==> config.mk <==
export PLATFORM = sky130hd
export DESIGN_NAME = frame_luminance_meter
export DESIGN_NICKNAME = d
export VERILOG_FILES = /design/src/rtl/core/flm_pkg.sv /design/src/rtl/core/flm_seq.sv /design/src/rtl/core/flm_datapath.sv /design/src/rtl/core/frame_luminance_meter.sv
export SDC_FILE = /design/constraint.sdc
export NUM_CORES = 2
export LEC_CHECK = 0
export BUFFER_PORTS_ARGS = -buffer_cell sky130_fd_sc_hd__buf_4
export CORE_UTILIZATION = 50
export DETAILED_ROUTE_END_ITERATION = 10
export HOLD_SLACK_MARGIN = 0.02
export PLACE_DENSITY = 0.67
export SETUP_SLACK_MARGIN = 0.05
export SYNTH_ARGS = -nofsm -noshare
export SYNTH_HDL_FRONTEND = slang
export SYNTH_SLANG_ARGS = --single-unit
export TNS_END_PERCENT = 20
==> constraint.sdc <==
create_clock -name aclk -period 10.7 [get_ports aclk]
set_input_delay 0 -clock aclk [delete_from_list [all_inputs] [get_ports aclk]]
set_output_delay 0 -clock aclk [all_outputs]
set_load 0.02 [all_outputs]
==> src/rtl/core/flm_pkg.sv <==
// Shared types and constants for the frame luminance meter.
// Holds the sequencer state type, the control and status words between the
// sequencer and the datapath, luma weights and register indexes. No dependencies.
package flm_pkg;

    // field and datapath widths
    localparam int COMP_W    = 16;
    localparam int FMT_W     = 2;
    localparam int CFG_PIX_W = 23;
    localparam int RATE_W    = 16;
    localparam int MEAN_W    = 24;
    localparam int SUM_W     = 56;
    localparam int MUL_A_W   = 24;
    localparam int MUL_B_W   = 17;
    localparam int PROD_W    = MUL_A_W + MUL_B_W;
    localparam int DIV_ITERS = MEAN_W + 1;
    localparam int ITER_W    = 5;
    localparam int LANE_W    = 2;
    localparam int ADDR_W    = 4;
    localparam int DATA_W    = 32;

    // Rec.709 weights in Q0.16, mono passes comp0 at unity
    localparam logic [MUL_B_W-1:0] W_RED   = 17'd13933;
    localparam logic [MUL_B_W-1:0] W_GREEN = 17'd46871;
    localparam logic [MUL_B_W-1:0] W_BLUE  = 17'd4732;
    localparam logic [MUL_B_W-1:0] W_MONO  = 17'd65536;

    // rounding constant for the Q0.16 smoothing product
    localparam logic [PROD_W-1:0] ROUND_HALF = 41'd32768;

    // pixel formats
    localparam logic [FMT_W-1:0] FMT_MONO = 2'd0;
    localparam logic [FMT_W-1:0] FMT_RGB  = 2'd1;
    localparam logic [FMT_W-1:0] FMT_BGR  = 2'd2;

    // register indexes
    localparam logic [1:0] REG_FORMAT = 2'd0;
    localparam logic [1:0] REG_STEP   = 2'd1;
    localparam logic [1:0] REG_COUNT  = 2'd2;
    localparam logic [1:0] REG_RATE   = 2'd3;

    // register reset values
    localparam logic [FMT_W-1:0]     RST_FORMAT = FMT_MONO;
    localparam logic [CFG_PIX_W-1:0] RST_STEP   = 23'd1;
    localparam logic [CFG_PIX_W-1:0] RST_COUNT  = 23'd76800;
    localparam logic [RATE_W-1:0]    RST_RATE   = 16'd41427;

    // multiplier lanes for a colour pixel
    localparam logic [LANE_W-1:0] LANE_RED   = 2'd0;
    localparam logic [LANE_W-1:0] LANE_GREEN = 2'd1;
    localparam logic [LANE_W-1:0] LANE_BLUE  = 2'd2;

    typedef enum logic [3:0] {
        ST_IDLE,
        ST_MUL,
        ST_ACC,
        ST_DIV_LOAD,
        ST_DIV,
        ST_MEAN,
        ST_SMUL,
        ST_SADD,
        ST_OUT
    } state_t;

    // sequencer to datapath
    typedef struct packed {
        logic              pix_load;
        logic              mul_issue;
        logic              acc;
        logic              div_load;
        logic              div_iter;
        logic              mean_load;
        logic              smul;
        logic              sadd;
        logic              out_load;
        logic [LANE_W-1:0] lane;
    } ctrl_t;

    // datapath to sequencer
    typedef struct packed {
        logic sample_now;
        logic eof_in;
        logic eof_reg;
        logic colour;
    } stat_t;

endpackage

==> src/rtl/core/flm_seq.sv <==
// Sequencer of the frame luminance meter: walks the shared multiplier
// over the luma lanes, the bit-serial divider and the smoothing steps.
// Depends on flm_pkg.
module flm_seq import flm_pkg::*; (
    input  logic  clk,
    input  logic  rstn,
    input  logic  in_valid,
    input  logic  out_free,
    input  stat_t stat,
    output logic  in_ready,
    output ctrl_t ctrl
);

    state_t              state_reg, state_next;
    logic [LANE_W-1:0]   lane_reg, lane_next;
    logic [ITER_W-1:0]   iter_reg, iter_next;

    // state and counters
    always_ff @(posedge clk) begin
        if (!rstn) begin
            state_reg <= ST_IDLE;
            lane_reg  <= LANE_RED;
            iter_reg  <= '0;
        end else begin
            state_reg <= state_next;
            lane_reg  <= lane_next;
            iter_reg  <= iter_next;
        end
    end

    // next state
    always_comb begin
        state_next = state_reg;
        lane_next  = lane_reg;
        iter_next  = iter_reg;
        case (state_reg)
            ST_IDLE: begin
                lane_next = LANE_RED;
                if (in_valid) begin
                    if (stat.sample_now) begin
                        state_next = ST_MUL;
                    end else if (stat.eof_in) begin
                        state_next = ST_DIV_LOAD;
                    end
                end
            end
            ST_MUL: state_next = ST_ACC;
            ST_ACC: begin
                if (stat.colour && (lane_reg != LANE_BLUE)) begin
                    lane_next  = lane_reg + 1'b1;
                    state_next = ST_MUL;
                end else if (stat.eof_reg) begin
                    state_next = ST_DIV_LOAD;
                end else begin
                    state_next = ST_IDLE;
                end
            end
            ST_DIV_LOAD: begin
                iter_next  = ITER_W'(DIV_ITERS - 1);
                state_next = ST_DIV;
            end
            ST_DIV: begin
                if (iter_reg == '0) begin
                    state_next = ST_MEAN;
                end else begin
                    iter_next = iter_reg - 1'b1;
                end
            end
            ST_MEAN: state_next = ST_SMUL;
            ST_SMUL: state_next = ST_SADD;
            ST_SADD: state_next = ST_OUT;
            ST_OUT: begin
                if (out_free) begin
                    state_next = ST_IDLE;
                end
            end
            default: state_next = ST_IDLE;
        endcase
    end

    // control outputs
    always_comb begin
        ctrl           = '0;
        ctrl.lane      = lane_reg;
        in_ready       = 1'b0;
        case (state_reg)
            ST_IDLE: begin
                in_ready      = 1'b1;
                ctrl.pix_load = in_valid;
            end
            ST_MUL:      ctrl.mul_issue = 1'b1;
            ST_ACC:      ctrl.acc       = 1'b1;
            ST_DIV_LOAD: ctrl.div_load  = 1'b1;
            ST_DIV:      ctrl.div_iter  = 1'b1;
            ST_MEAN:     ctrl.mean_load = 1'b1;
            ST_SMUL:     ctrl.smul      = 1'b1;
            ST_SADD:     ctrl.sadd      = 1'b1;
            ST_OUT:      ctrl.out_load  = out_free;
            default:     ctrl.pix_load  = 1'b0;
        endcase
    end

    // at most one datapath operation per cycle
    a_one_op: assert property (@(posedge clk) disable iff (!rstn)
        $onehot0({ctrl.pix_load, ctrl.mul_issue, ctrl.acc, ctrl.div_load, ctrl.div_iter,
                  ctrl.mean_load, ctrl.smul, ctrl.sadd, ctrl.out_load}))
        else $error("flm_seq: more than one datapath operation");

    // a sampled pixel starts at the red (or mono) lane
    a_sample_start: assert property (@(posedge clk) disable iff (!rstn)
        (state_reg == ST_IDLE && in_valid && stat.sample_now)
        |=> (state_reg == ST_MUL && lane_reg == LANE_RED))
        else $error("flm_seq: sampled pixel did not start at first lane");

    // divider hands over to the mean step once its step counter reaches zero
    a_div_end: assert property (@(posedge clk) disable iff (!rstn)
        (state_reg == ST_DIV && iter_reg == '0) |=> (state_reg == ST_MEAN))
        else $error("flm_seq: divider did not finish");

    // result handed off returns the block to idle
    a_out_done: assert property (@(posedge clk) disable iff (!rstn)
        (state_reg == ST_OUT && out_free) |=> (state_reg == ST_IDLE))
        else $error("flm_seq: result load did not return to idle");

endmodule

==> src/rtl/core/flm_datapath.sv <==
// Datapath of the frame luminance meter: sample selection, shared multiplier,
// luma accumulator, restoring divider and smoothed mean register.
// Depends on flm_pkg; driven by flm_seq.
module flm_datapath import flm_pkg::*; #(
    parameter int COMPONENT_BITS   = 16,
    parameter int MAX_FRAME_PIXELS = 4194304
) (
    input  logic                 clk,
    input  logic                 rstn,
    input  ctrl_t                ctrl,
    input  logic [COMP_W-1:0]    comp0,
    input  logic [COMP_W-1:0]    comp1,
    input  logic [COMP_W-1:0]    comp2,
    input  logic                 end_of_frame,
    input  logic [FMT_W-1:0]     cfg_format,
    input  logic [CFG_PIX_W-1:0] cfg_step,
    input  logic [CFG_PIX_W-1:0] cfg_count,
    input  logic [RATE_W-1:0]    cfg_rate,
    output stat_t                stat,
    output logic [MEAN_W-1:0]    frame_mean,
    output logic [MEAN_W-1:0]    smoothed_mean
);

    localparam logic [COMP_W-1:0]    COMP_MASK = {COMP_W{1'b1}} >> (COMP_W - COMPONENT_BITS);
    localparam logic [CFG_PIX_W+1:0] MAX_PIX   = (CFG_PIX_W + 2)'(MAX_FRAME_PIXELS);

    logic [COMP_W-1:0]    c0_reg, c1_reg, c2_reg;
    logic                 eof_reg;
    logic [CFG_PIX_W-1:0] phase_reg, taken_reg;
    logic [SUM_W-1:0]     sum_reg, rem_reg, dsh_reg;
    logic [PROD_W-1:0]    prod_reg;
    logic [DIV_ITERS-1:0] quo_reg;
    logic [MEAN_W-1:0]    mean_reg, avg_reg;
    logic                 avg_valid_reg;

    logic [CFG_PIX_W-1:0] step_clamp, eff_step, eff_count, phase_inc;
    logic                 colour, sample_now;
    logic [COMP_W-1:0]    red_c, blue_c;
    logic [MUL_A_W-1:0]   mul_a;
    logic [MUL_B_W-1:0]   mul_b;
    logic [PROD_W-1:0]    mul_full, rounded;
    logic                 mean_ge, rem_ge;
    logic [MEAN_W-1:0]    diff, step_amt;

    // clamp registers to the frame size limit, zero step acts as one
    always_comb begin
        step_clamp = ({2'b00, cfg_step} > MAX_PIX) ? MAX_PIX[CFG_PIX_W-1:0] : cfg_step;
        eff_step   = (step_clamp == '0) ? CFG_PIX_W'(1) : step_clamp;
        eff_count  = ({2'b00, cfg_count} > MAX_PIX) ? MAX_PIX[CFG_PIX_W-1:0] : cfg_count;
        phase_inc  = phase_reg + 1'b1;
    end

    assign colour     = (cfg_format == FMT_RGB) || (cfg_format == FMT_BGR);
    assign sample_now = (phase_reg == '0) && (taken_reg < eff_count);

    assign stat.sample_now = sample_now;
    assign stat.eof_in     = end_of_frame;
    assign stat.eof_reg    = eof_reg;
    assign stat.colour     = colour;

    // pixel capture and sample position
    always_ff @(posedge clk) begin
        if (!rstn) begin
            phase_reg <= '0;
            taken_reg <= '0;
            eof_reg   <= 1'b0;
        end else begin
            if (ctrl.pix_load) begin
                eof_reg <= end_of_frame;
                if (end_of_frame || (phase_inc >= eff_step)) begin
                    phase_reg <= '0;
                end else begin
                    phase_reg <= phase_inc;
                end
                if (sample_now) begin
                    taken_reg <= taken_reg + 1'b1;
                end
            end
            if (ctrl.div_load) begin
                taken_reg <= '0;
            end
        end
    end

    always_ff @(posedge clk) begin
        if (ctrl.pix_load) begin
            c0_reg <= comp0 & COMP_MASK;
            c1_reg <= comp1 & COMP_MASK;
            c2_reg <= comp2 & COMP_MASK;
        end
    end

    // shared multiplier operand select
    always_comb begin
        red_c   = (cfg_format == FMT_BGR) ? c2_reg : c0_reg;
        blue_c  = (cfg_format == FMT_BGR) ? c0_reg : c2_reg;
        mean_ge = (mean_reg >= avg_reg);
        diff    = mean_ge ? (mean_reg - avg_reg) : (avg_reg - mean_reg);
        if (ctrl.smul) begin
            mul_a = diff;
            mul_b = {1'b0, cfg_rate};
        end else if (!colour) begin
            mul_a = MUL_A_W'(c0_reg);
            mul_b = W_MONO;
        end else begin
            case (ctrl.lane)
                LANE_RED: begin
                    mul_a = MUL_A_W'(red_c);
                    mul_b = W_RED;
                end
                LANE_GREEN: begin
                    mul_a = MUL_A_W'(c1_reg);
                    mul_b = W_GREEN;
                end
                default: begin
                    mul_a = MUL_A_W'(blue_c);
                    mul_b = W_BLUE;
                end
            endcase
        end
        mul_full = PROD_W'(mul_a) * PROD_W'(mul_b);
    end

    always_ff @(posedge clk) begin
        if (ctrl.mul_issue || ctrl.smul) begin
            prod_reg <= mul_full;
        end
    end

    // luma accumulator
    always_ff @(posedge clk) begin
        if (!rstn) begin
            sum_reg <= '0;
        end else if (ctrl.acc) begin
            sum_reg <= sum_reg + SUM_W'(prod_reg);
        end else if (ctrl.div_load) begin
            sum_reg <= '0;
        end
    end

    // restoring divider, one quotient bit per cycle; top bit flags saturation
    assign rem_ge = (rem_reg >= dsh_reg);

    always_ff @(posedge clk) begin
        if (ctrl.div_load) begin
            rem_reg <= sum_reg + SUM_W'({eff_count, 7'd0});
            dsh_reg <= SUM_W'({eff_count, 32'd0});
            quo_reg <= '0;
        end else if (ctrl.div_iter) begin
            if (rem_ge) begin
                rem_reg <= rem_reg - dsh_reg;
            end
            quo_reg <= {quo_reg[DIV_ITERS-2:0], rem_ge};
            dsh_reg <= dsh_reg >> 1;
        end
    end

    always_ff @(posedge clk) begin
        if (ctrl.mean_load) begin
            if (eff_count == '0) begin
                mean_reg <= '0;
            end else if (quo_reg[DIV_ITERS-1]) begin
                mean_reg <= {MEAN_W{1'b1}};
            end else begin
                mean_reg <= quo_reg[MEAN_W-1:0];
            end
        end
    end

    // smoothed mean: first frame loads, later frames step toward the mean
    assign rounded  = prod_reg + ROUND_HALF;
    assign step_amt = rounded[MEAN_W+15:16];

    always_ff @(posedge clk) begin
        if (!rstn) begin
            avg_reg       <= '0;
            avg_valid_reg <= 1'b0;
        end else if (ctrl.sadd) begin
            avg_valid_reg <= 1'b1;
            if (!avg_valid_reg) begin
                avg_reg <= mean_reg;
            end else if (mean_ge) begin
                avg_reg <= avg_reg + step_amt;
            end else begin
                avg_reg <= avg_reg - step_amt;
            end
        end
    end

    assign frame_mean    = mean_reg;
    assign smoothed_mean = avg_reg;

endmodule

==> src/rtl/core/frame_luminance_meter.sv <==
// Frame luminance meter top level: configuration registers, result register,
// sequencer and datapath.
// Depends on flm_pkg, flm_seq and flm_datapath.
//
// Usage: pixels enter on the s_ channel (valid/ready), one word per pixel with
// three components and an end-of-frame flag. Every sample_step-th pixel is
// sampled until sample_count samples are taken; its luma goes into a sum.
// On the end-of-frame word one result word leaves on the m_ channel with the
// frame mean and the smoothed mean, both Q16.8.
// An unsampled pixel needs no step past idle; a sampled pixel runs a multiply
// and an accumulate step per lane, one lane for mono and three for colour: one
// multiplier serves the three weights. The end-of-frame word then runs the
// bit-serial divider, the smoothing multiply and add and the result load.
// s_ready is high only while the sequencer is idle.
// A finished result waits in an output register; pixels keep being accepted
// while the receiver stalls, and only the next end-of-frame waits for it.
// Reset (aresetn low, synchronous) restores register defaults, clears the
// sum and counters, and makes the next frame load the smoothed mean directly.
module frame_luminance_meter import flm_pkg::*; #(
    parameter int COMPONENT_BITS   = 16,
    parameter int MAX_FRAME_PIXELS = 4194304
) (
    input  logic                aclk,
    input  logic                aresetn,
    // pixel words
    input  logic                s_valid,
    output logic                s_ready,
    input  logic [COMP_W-1:0]   s_comp0,
    input  logic [COMP_W-1:0]   s_comp1,
    input  logic [COMP_W-1:0]   s_comp2,
    input  logic                s_end_of_frame,
    // result words
    output logic                m_valid,
    input  logic                m_ready,
    output logic [MEAN_W-1:0]   m_frame_mean,
    output logic [MEAN_W-1:0]   m_smoothed_mean,
    // configuration
    input  logic                psel,
    input  logic                penable,
    input  logic                pwrite,
    input  logic [ADDR_W-1:0]   paddr,
    input  logic [DATA_W-1:0]   pwdata,
    output logic [DATA_W-1:0]   prdata,
    output logic                pready
);

    logic [FMT_W-1:0]     fmt_reg;
    logic [CFG_PIX_W-1:0] step_reg, count_reg;
    logic [RATE_W-1:0]    rate_reg;
    logic                 m_valid_reg;
    logic [MEAN_W-1:0]    mean_out_reg, avg_out_reg;

    logic                 cfg_wr, out_free;
    logic [1:0]           reg_idx;
    ctrl_t                ctrl;
    stat_t                stat;
    logic [MEAN_W-1:0]    frame_mean, smoothed_mean;

    // configuration registers
    assign pready  = 1'b1;
    assign cfg_wr  = psel && penable && pwrite && pready;
    assign reg_idx = paddr[ADDR_W-1:2];

    always_ff @(posedge aclk) begin
        if (!aresetn) begin
            fmt_reg   <= RST_FORMAT;
            step_reg  <= RST_STEP;
            count_reg <= RST_COUNT;
            rate_reg  <= RST_RATE;
        end else if (cfg_wr) begin
            case (reg_idx)
                REG_FORMAT: fmt_reg   <= pwdata[FMT_W-1:0];
                REG_STEP:   step_reg  <= pwdata[CFG_PIX_W-1:0];
                REG_COUNT:  count_reg <= pwdata[CFG_PIX_W-1:0];
                REG_RATE:   rate_reg  <= pwdata[RATE_W-1:0];
                default:    fmt_reg   <= fmt_reg;
            endcase
        end
    end

    always_comb begin
        case (reg_idx)
            REG_FORMAT: prdata = DATA_W'(fmt_reg);
            REG_STEP:   prdata = DATA_W'(step_reg);
            REG_COUNT:  prdata = DATA_W'(count_reg);
            REG_RATE:   prdata = DATA_W'(rate_reg);
            default:    prdata = '0;
        endcase
    end

    // result register
    assign out_free = !m_valid_reg || m_ready;

    always_ff @(posedge aclk) begin
        if (!aresetn) begin
            m_valid_reg <= 1'b0;
        end else if (ctrl.out_load) begin
            m_valid_reg <= 1'b1;
        end else if (m_ready) begin
            m_valid_reg <= 1'b0;
        end
    end

    always_ff @(posedge aclk) begin
        if (ctrl.out_load) begin
            mean_out_reg <= frame_mean;
            avg_out_reg  <= smoothed_mean;
        end
    end

    assign m_valid         = m_valid_reg;
    assign m_frame_mean    = mean_out_reg;
    assign m_smoothed_mean = avg_out_reg;

    flm_seq u_seq (
        .clk      (aclk),
        .rstn     (aresetn),
        .in_valid (s_valid),
        .out_free (out_free),
        .stat     (stat),
        .in_ready (s_ready),
        .ctrl     (ctrl)
    );

    flm_datapath #(
        .COMPONENT_BITS   (COMPONENT_BITS),
        .MAX_FRAME_PIXELS (MAX_FRAME_PIXELS)
    ) u_datapath (
        .clk           (aclk),
        .rstn          (aresetn),
        .ctrl          (ctrl),
        .comp0         (s_comp0),
        .comp1         (s_comp1),
        .comp2         (s_comp2),
        .end_of_frame  (s_end_of_frame),
        .cfg_format    (fmt_reg),
        .cfg_step      (step_reg),
        .cfg_count     (count_reg),
        .cfg_rate      (rate_reg),
        .stat          (stat),
        .frame_mean    (frame_mean),
        .smoothed_mean (smoothed_mean)
    );

endmodule
==> load_flow_metrics.sql <==
INSERT INTO impl_metrics (metric_group, metric, value, unit) VALUES
('timing', 'min_period', '10.21', 'ns'),
('global_route', 'first_global_vias', '38700', ''),
('logic_synthesis', 'count_of_cell_types_in_the_netlist', '99', ''),
('clocking', 'longest_clk_path_bufs', '3', ''),
('timing', 'finalHoldViolations', '0', ''),
('logic_synthesis', 'total_of_flip_flops_plus_latches_after_synthesis', '501', ''),
('job', 'drv_cap', '0', ''),
('setup_path', 'cp.required', '11.08', 'ns'),
('timing', 'grt_setup_unrepaired', 'true', ''),
('floorplanning', 'initial_core_util', '50.8', '%'),
('pwr', 'vdd.ir_drop.worst', '130', 'uV'),
('timing', 'timing.max_slew.rel_slack', '18.2', '%'),
('clocking', 'clkSinkCount', '501', ''),
('timing', 'setup_viol', '0', ''),
('drt', 'routed-via-count', '40600', ''),
('clocking', 'tritoncts_clock_tree', 'built', ''),
('drt', 'vias_per_inst', '5.84', ''),
('place', 'port-buffer-count', '153', ''),
('setup_path', 'worstSetupStartpointType', 'flop', ''),
('clocking', 'clock_tree.root_cell', 'sky130_fd_sc_hd__clkbuf_16', ''),
('timing', 'timing_worst_slew_pin_value', '1.21', 'ns'),
('place', 'placed_wire_length_estimate', '111', 'mm'),
('floorplanning', 'core_area', '92100', 'um2'),
('floorplanning', 'width_of_the_chip', '308', 'um'),
('logic_synthesis', 'synthMostInstantiatedCell', 'sky130_fd_sc_hd__nand2_1', ''),
('logic_synthesis', 'synth.top_cells.by_area', 'sky130_fd_sc_hd__edfxtp_1 (15%), sky130_fd_sc_hd__fa_1 (14%), sky130_fd_sc_hd__dfxtp_1 (11%), sky130_fd_sc_hd__ha_1 (9.7%), sky130_fd_sc_hd__nand2_1 (6.3%)', ''),
('layout', 'final_core_utilization', '56.4', '%'),
('timing', 'clock.fmax', '0.0979', 'GHz'),
('logic_synthesis', 'synth_sequential_area_ratio', '26.6', '%'),
('drt', 'number_of_antenna_violating_nets_in_the_routed_design', '0', ''),
('floorplanning', 'rows', '111', ''),
('place', 'place_congestion', '0.982', ''),
('setup_path', 'critPathArrivalTime', '10.60', 'ns'),
('floorplanning', 'die_height', '308', 'um'),
('floorplanning', 'die-area', '94700', 'um2'),
('drt', 'drt_iter0_markers', '3723', ''),
('logic_synthesis', 'synth-main-ff-cell', 'sky130_fd_sc_hd__dfxtp_1', ''),
('drt', 'number_of_design_rule_violations_left_after_detail_routing', '0', ''),
('setup_path', 'cp_common_cell', 'sky130_fd_sc_hd__fa_1', ''),
('clocking', 'clkLatencyLatePin', '0.68', 'ns'),
('logic_synthesis', 'yosys_warns', '0', ''),
('hold_path', 'worst_hold_path_type', 'primary input to flop', ''),
('timing', 'fin_setup_tns', '0', 'ns'),
('logic_synthesis', 'post_synth_most_frequent_cells', 'sky130_fd_sc_hd__nand2_1 (789), sky130_fd_sc_hd__inv_1 (610), sky130_fd_sc_hd__a21oi_1 (434)', ''),
('clocking', 'ctsHtreeMaxLevel', '2', ''),
('drt', 'detail_route.wirelength', '144', 'mm'),
('clocking', 'tritoncts_buffers', '57', ''),
('global_route', 'antenna_found_initial', '2', ''),
('logic_synthesis', 'synth_async_sr_flop_share', '0', '%'),
('global_route', 'grt.overflow.total', '0', ''),
('layout', 'fillers', '8415', ''),
('timing', 'finalClockSkew', '0.0552', 'ns'),
('setup_path', 'worstSetupPathType', 'flop to flop', ''),
('timing', 'final_max_slew_viol_count', '0', ''),
('drt', 'detail_route.wl_per_cell', '20.8', 'um'),
('setup_path', 'crit_slowest_cell', 'sky130_fd_sc_hd__xnor2_1', ''),
('logic_synthesis', 'syn_avg_cell_area', '8.48', 'um2'),
('clocking', 'cts_clk_pin_slew_worst_paths', '0.06', 'ns'),
('global_route', 'grt_pass1_wl', '223', 'mm'),
('drt', 'drt_pre_antenna_iters', '5', ''),
('layout', 'drive_gt1_share', '7.61', '%'),
('logic_synthesis', 'synth_cells', '5513', ''),
('logic_synthesis', 'post-synth-top-area-fraction', '15.4', '%'),
('outcome', 'status', 'finished, final reports clean', ''),
('global_route', 'grt_start_max_net_pins', '88', ''),
('setup_path', 'endpoint_kind', 'flop', ''),
('floorplanning', 'io_pins', '175', ''),
('timing', 'min_period_over_period', '95.5', '%'),
('setup_path', 'timing.critical_path.slowest_cell_delay', '0.78', 'ns'),
('logic_synthesis', 'synthesis.area', '46800', 'um2'),
('pwr', 'power_per_cell_area', '100', 'nW/um2'),
('global_route', 'track_usage', '30.3', '%'),
('setup_path', 'critical_path.max_fanout', '13', ''),
('layout', 'flow.area_growth_from_synthesis', '11.0', '%'),
('logic_synthesis', 'netlist.top_cell.by_area', 'sky130_fd_sc_hd__edfxtp_1', ''),
('logic_synthesis', 'synth_enable_flop_cells', '240', ''),
('layout', 'nNetsFinal', '6440', ''),
('pwr', 'leakage', '22.8', 'nW');
-- cell type report --
| type | count | area, um2 | share of cell area, % |
|---|---|---|---|
| timing repair buffer | 328 | 2700 | 5.19 |
| clock buffer | 80 | 1620 | 3.13 |
| clock inverter | 27 | 270 | 0.521 |
| antenna | 1 | 2.50 | 0.00482 |
| tap | 1243 | 1560 | 3.00 |
| multi-input combinational | 4152 | 31000 | 59.8 |
| inverter | 612 | 2300 | 4.43 |
| sequential | 501 | 12400 | 23.9 |
-- critical path: cells and delay by family, from the launching register on --
family                     cells  cell delay [ns]
AOI/OAI and AO/OA              4             0.67
xor gates and xnor gates       2             0.91
adders and majority gates      8             3.98
buffers and inverters          6             0.57
DFF                            1             0.46
muxes                          2             0.82
and+or+nand+nor               10             2.53
-- placed cells by master (no fill, tap or decap), types with 156 or more instances in the layout --
cell type                  instances
sky130_fd_sc_hd__a21oi_1         434
sky130_fd_sc_hd__buf_4           239
sky130_fd_sc_hd__dfxtp_1         261
sky130_fd_sc_hd__edfxtp_1        240
sky130_fd_sc_hd__fa_1            335
sky130_fd_sc_hd__ha_1            360
sky130_fd_sc_hd__inv_1           608
sky130_fd_sc_hd__nand2_1         786
sky130_fd_sc_hd__nand3_1         156
sky130_fd_sc_hd__nor2_1          409
sky130_fd_sc_hd__o21ai_0         220
sky130_fd_sc_hd__xnor2_1         171
-- timing repair --
action / in CTS / in global routing
resized for setup: 0 / 1
hold buffers: 88 / 0
endpoints found under the hold margin: 141 / 0
buffers inserted: 0 / 0
setup endpoints to repair: 0 / 6
-- per-layer routing --
metal	track usage [%]	share of wire (%)	up-vias
met5	0	0.016	-
met4	11.7	4.1	4
met3	4.83	7.6	276
met2	47.0	44	1541
met1	42.3	44	19700
li1	-	-	19000
-- through the flow --
stage          std cells  instance area, um2  hold WS, ns  setup slack [ns]  total power, mW
3_3_place_gp        6748               49100        0.179             0.628             3.20
2_1_floorplan       5529               46800       0.0989              2.00             2.89
3_5_place_dp        6748               49100        0.179             0.639             3.22
5_1_grt             6943               51900       0.0673            0.0252             5.42
6_report            6944               51900       0.0370             0.485             5.21
4_1_cts             6943               51900       0.0228             0.611             5.23
-- power breakdown --
group          switching, mW  internal, mW
sequential            0.0846          2.10
clock                  0.869          1.12
combinational          0.648         0.393
-- cell families after synthesis --
logic type	synth area share, %
and+or+nand+nor	17.9
AOI/OAI and AO/OA	16.5
buffers and inverters	7.29
adders and majority gates	24.0
DFF	26.6
xor gates and xnor gates	5.53
muxes	2.26
other	0.0161
-- worst paths after layout --
| kind | startpoint | end | slack (ns) | cells after the start |
|---|---|---|---|---|
| max | u_datapath.frame_mean[13] | u_datapath.prod_reg[39] | 0.49 | 32 |
| min | psel | fmt_reg[1] | 0.04 | 5 |
| max reg2reg | u_datapath.frame_mean[13] | u_datapath.prod_reg[39] | 0.49 | 32 |
| min reg2reg | u_datapath.dsh_reg[0] | u_datapath.dsh_reg[0] | 0.47 | 2 |
Power figures use the tool's default switching activity.
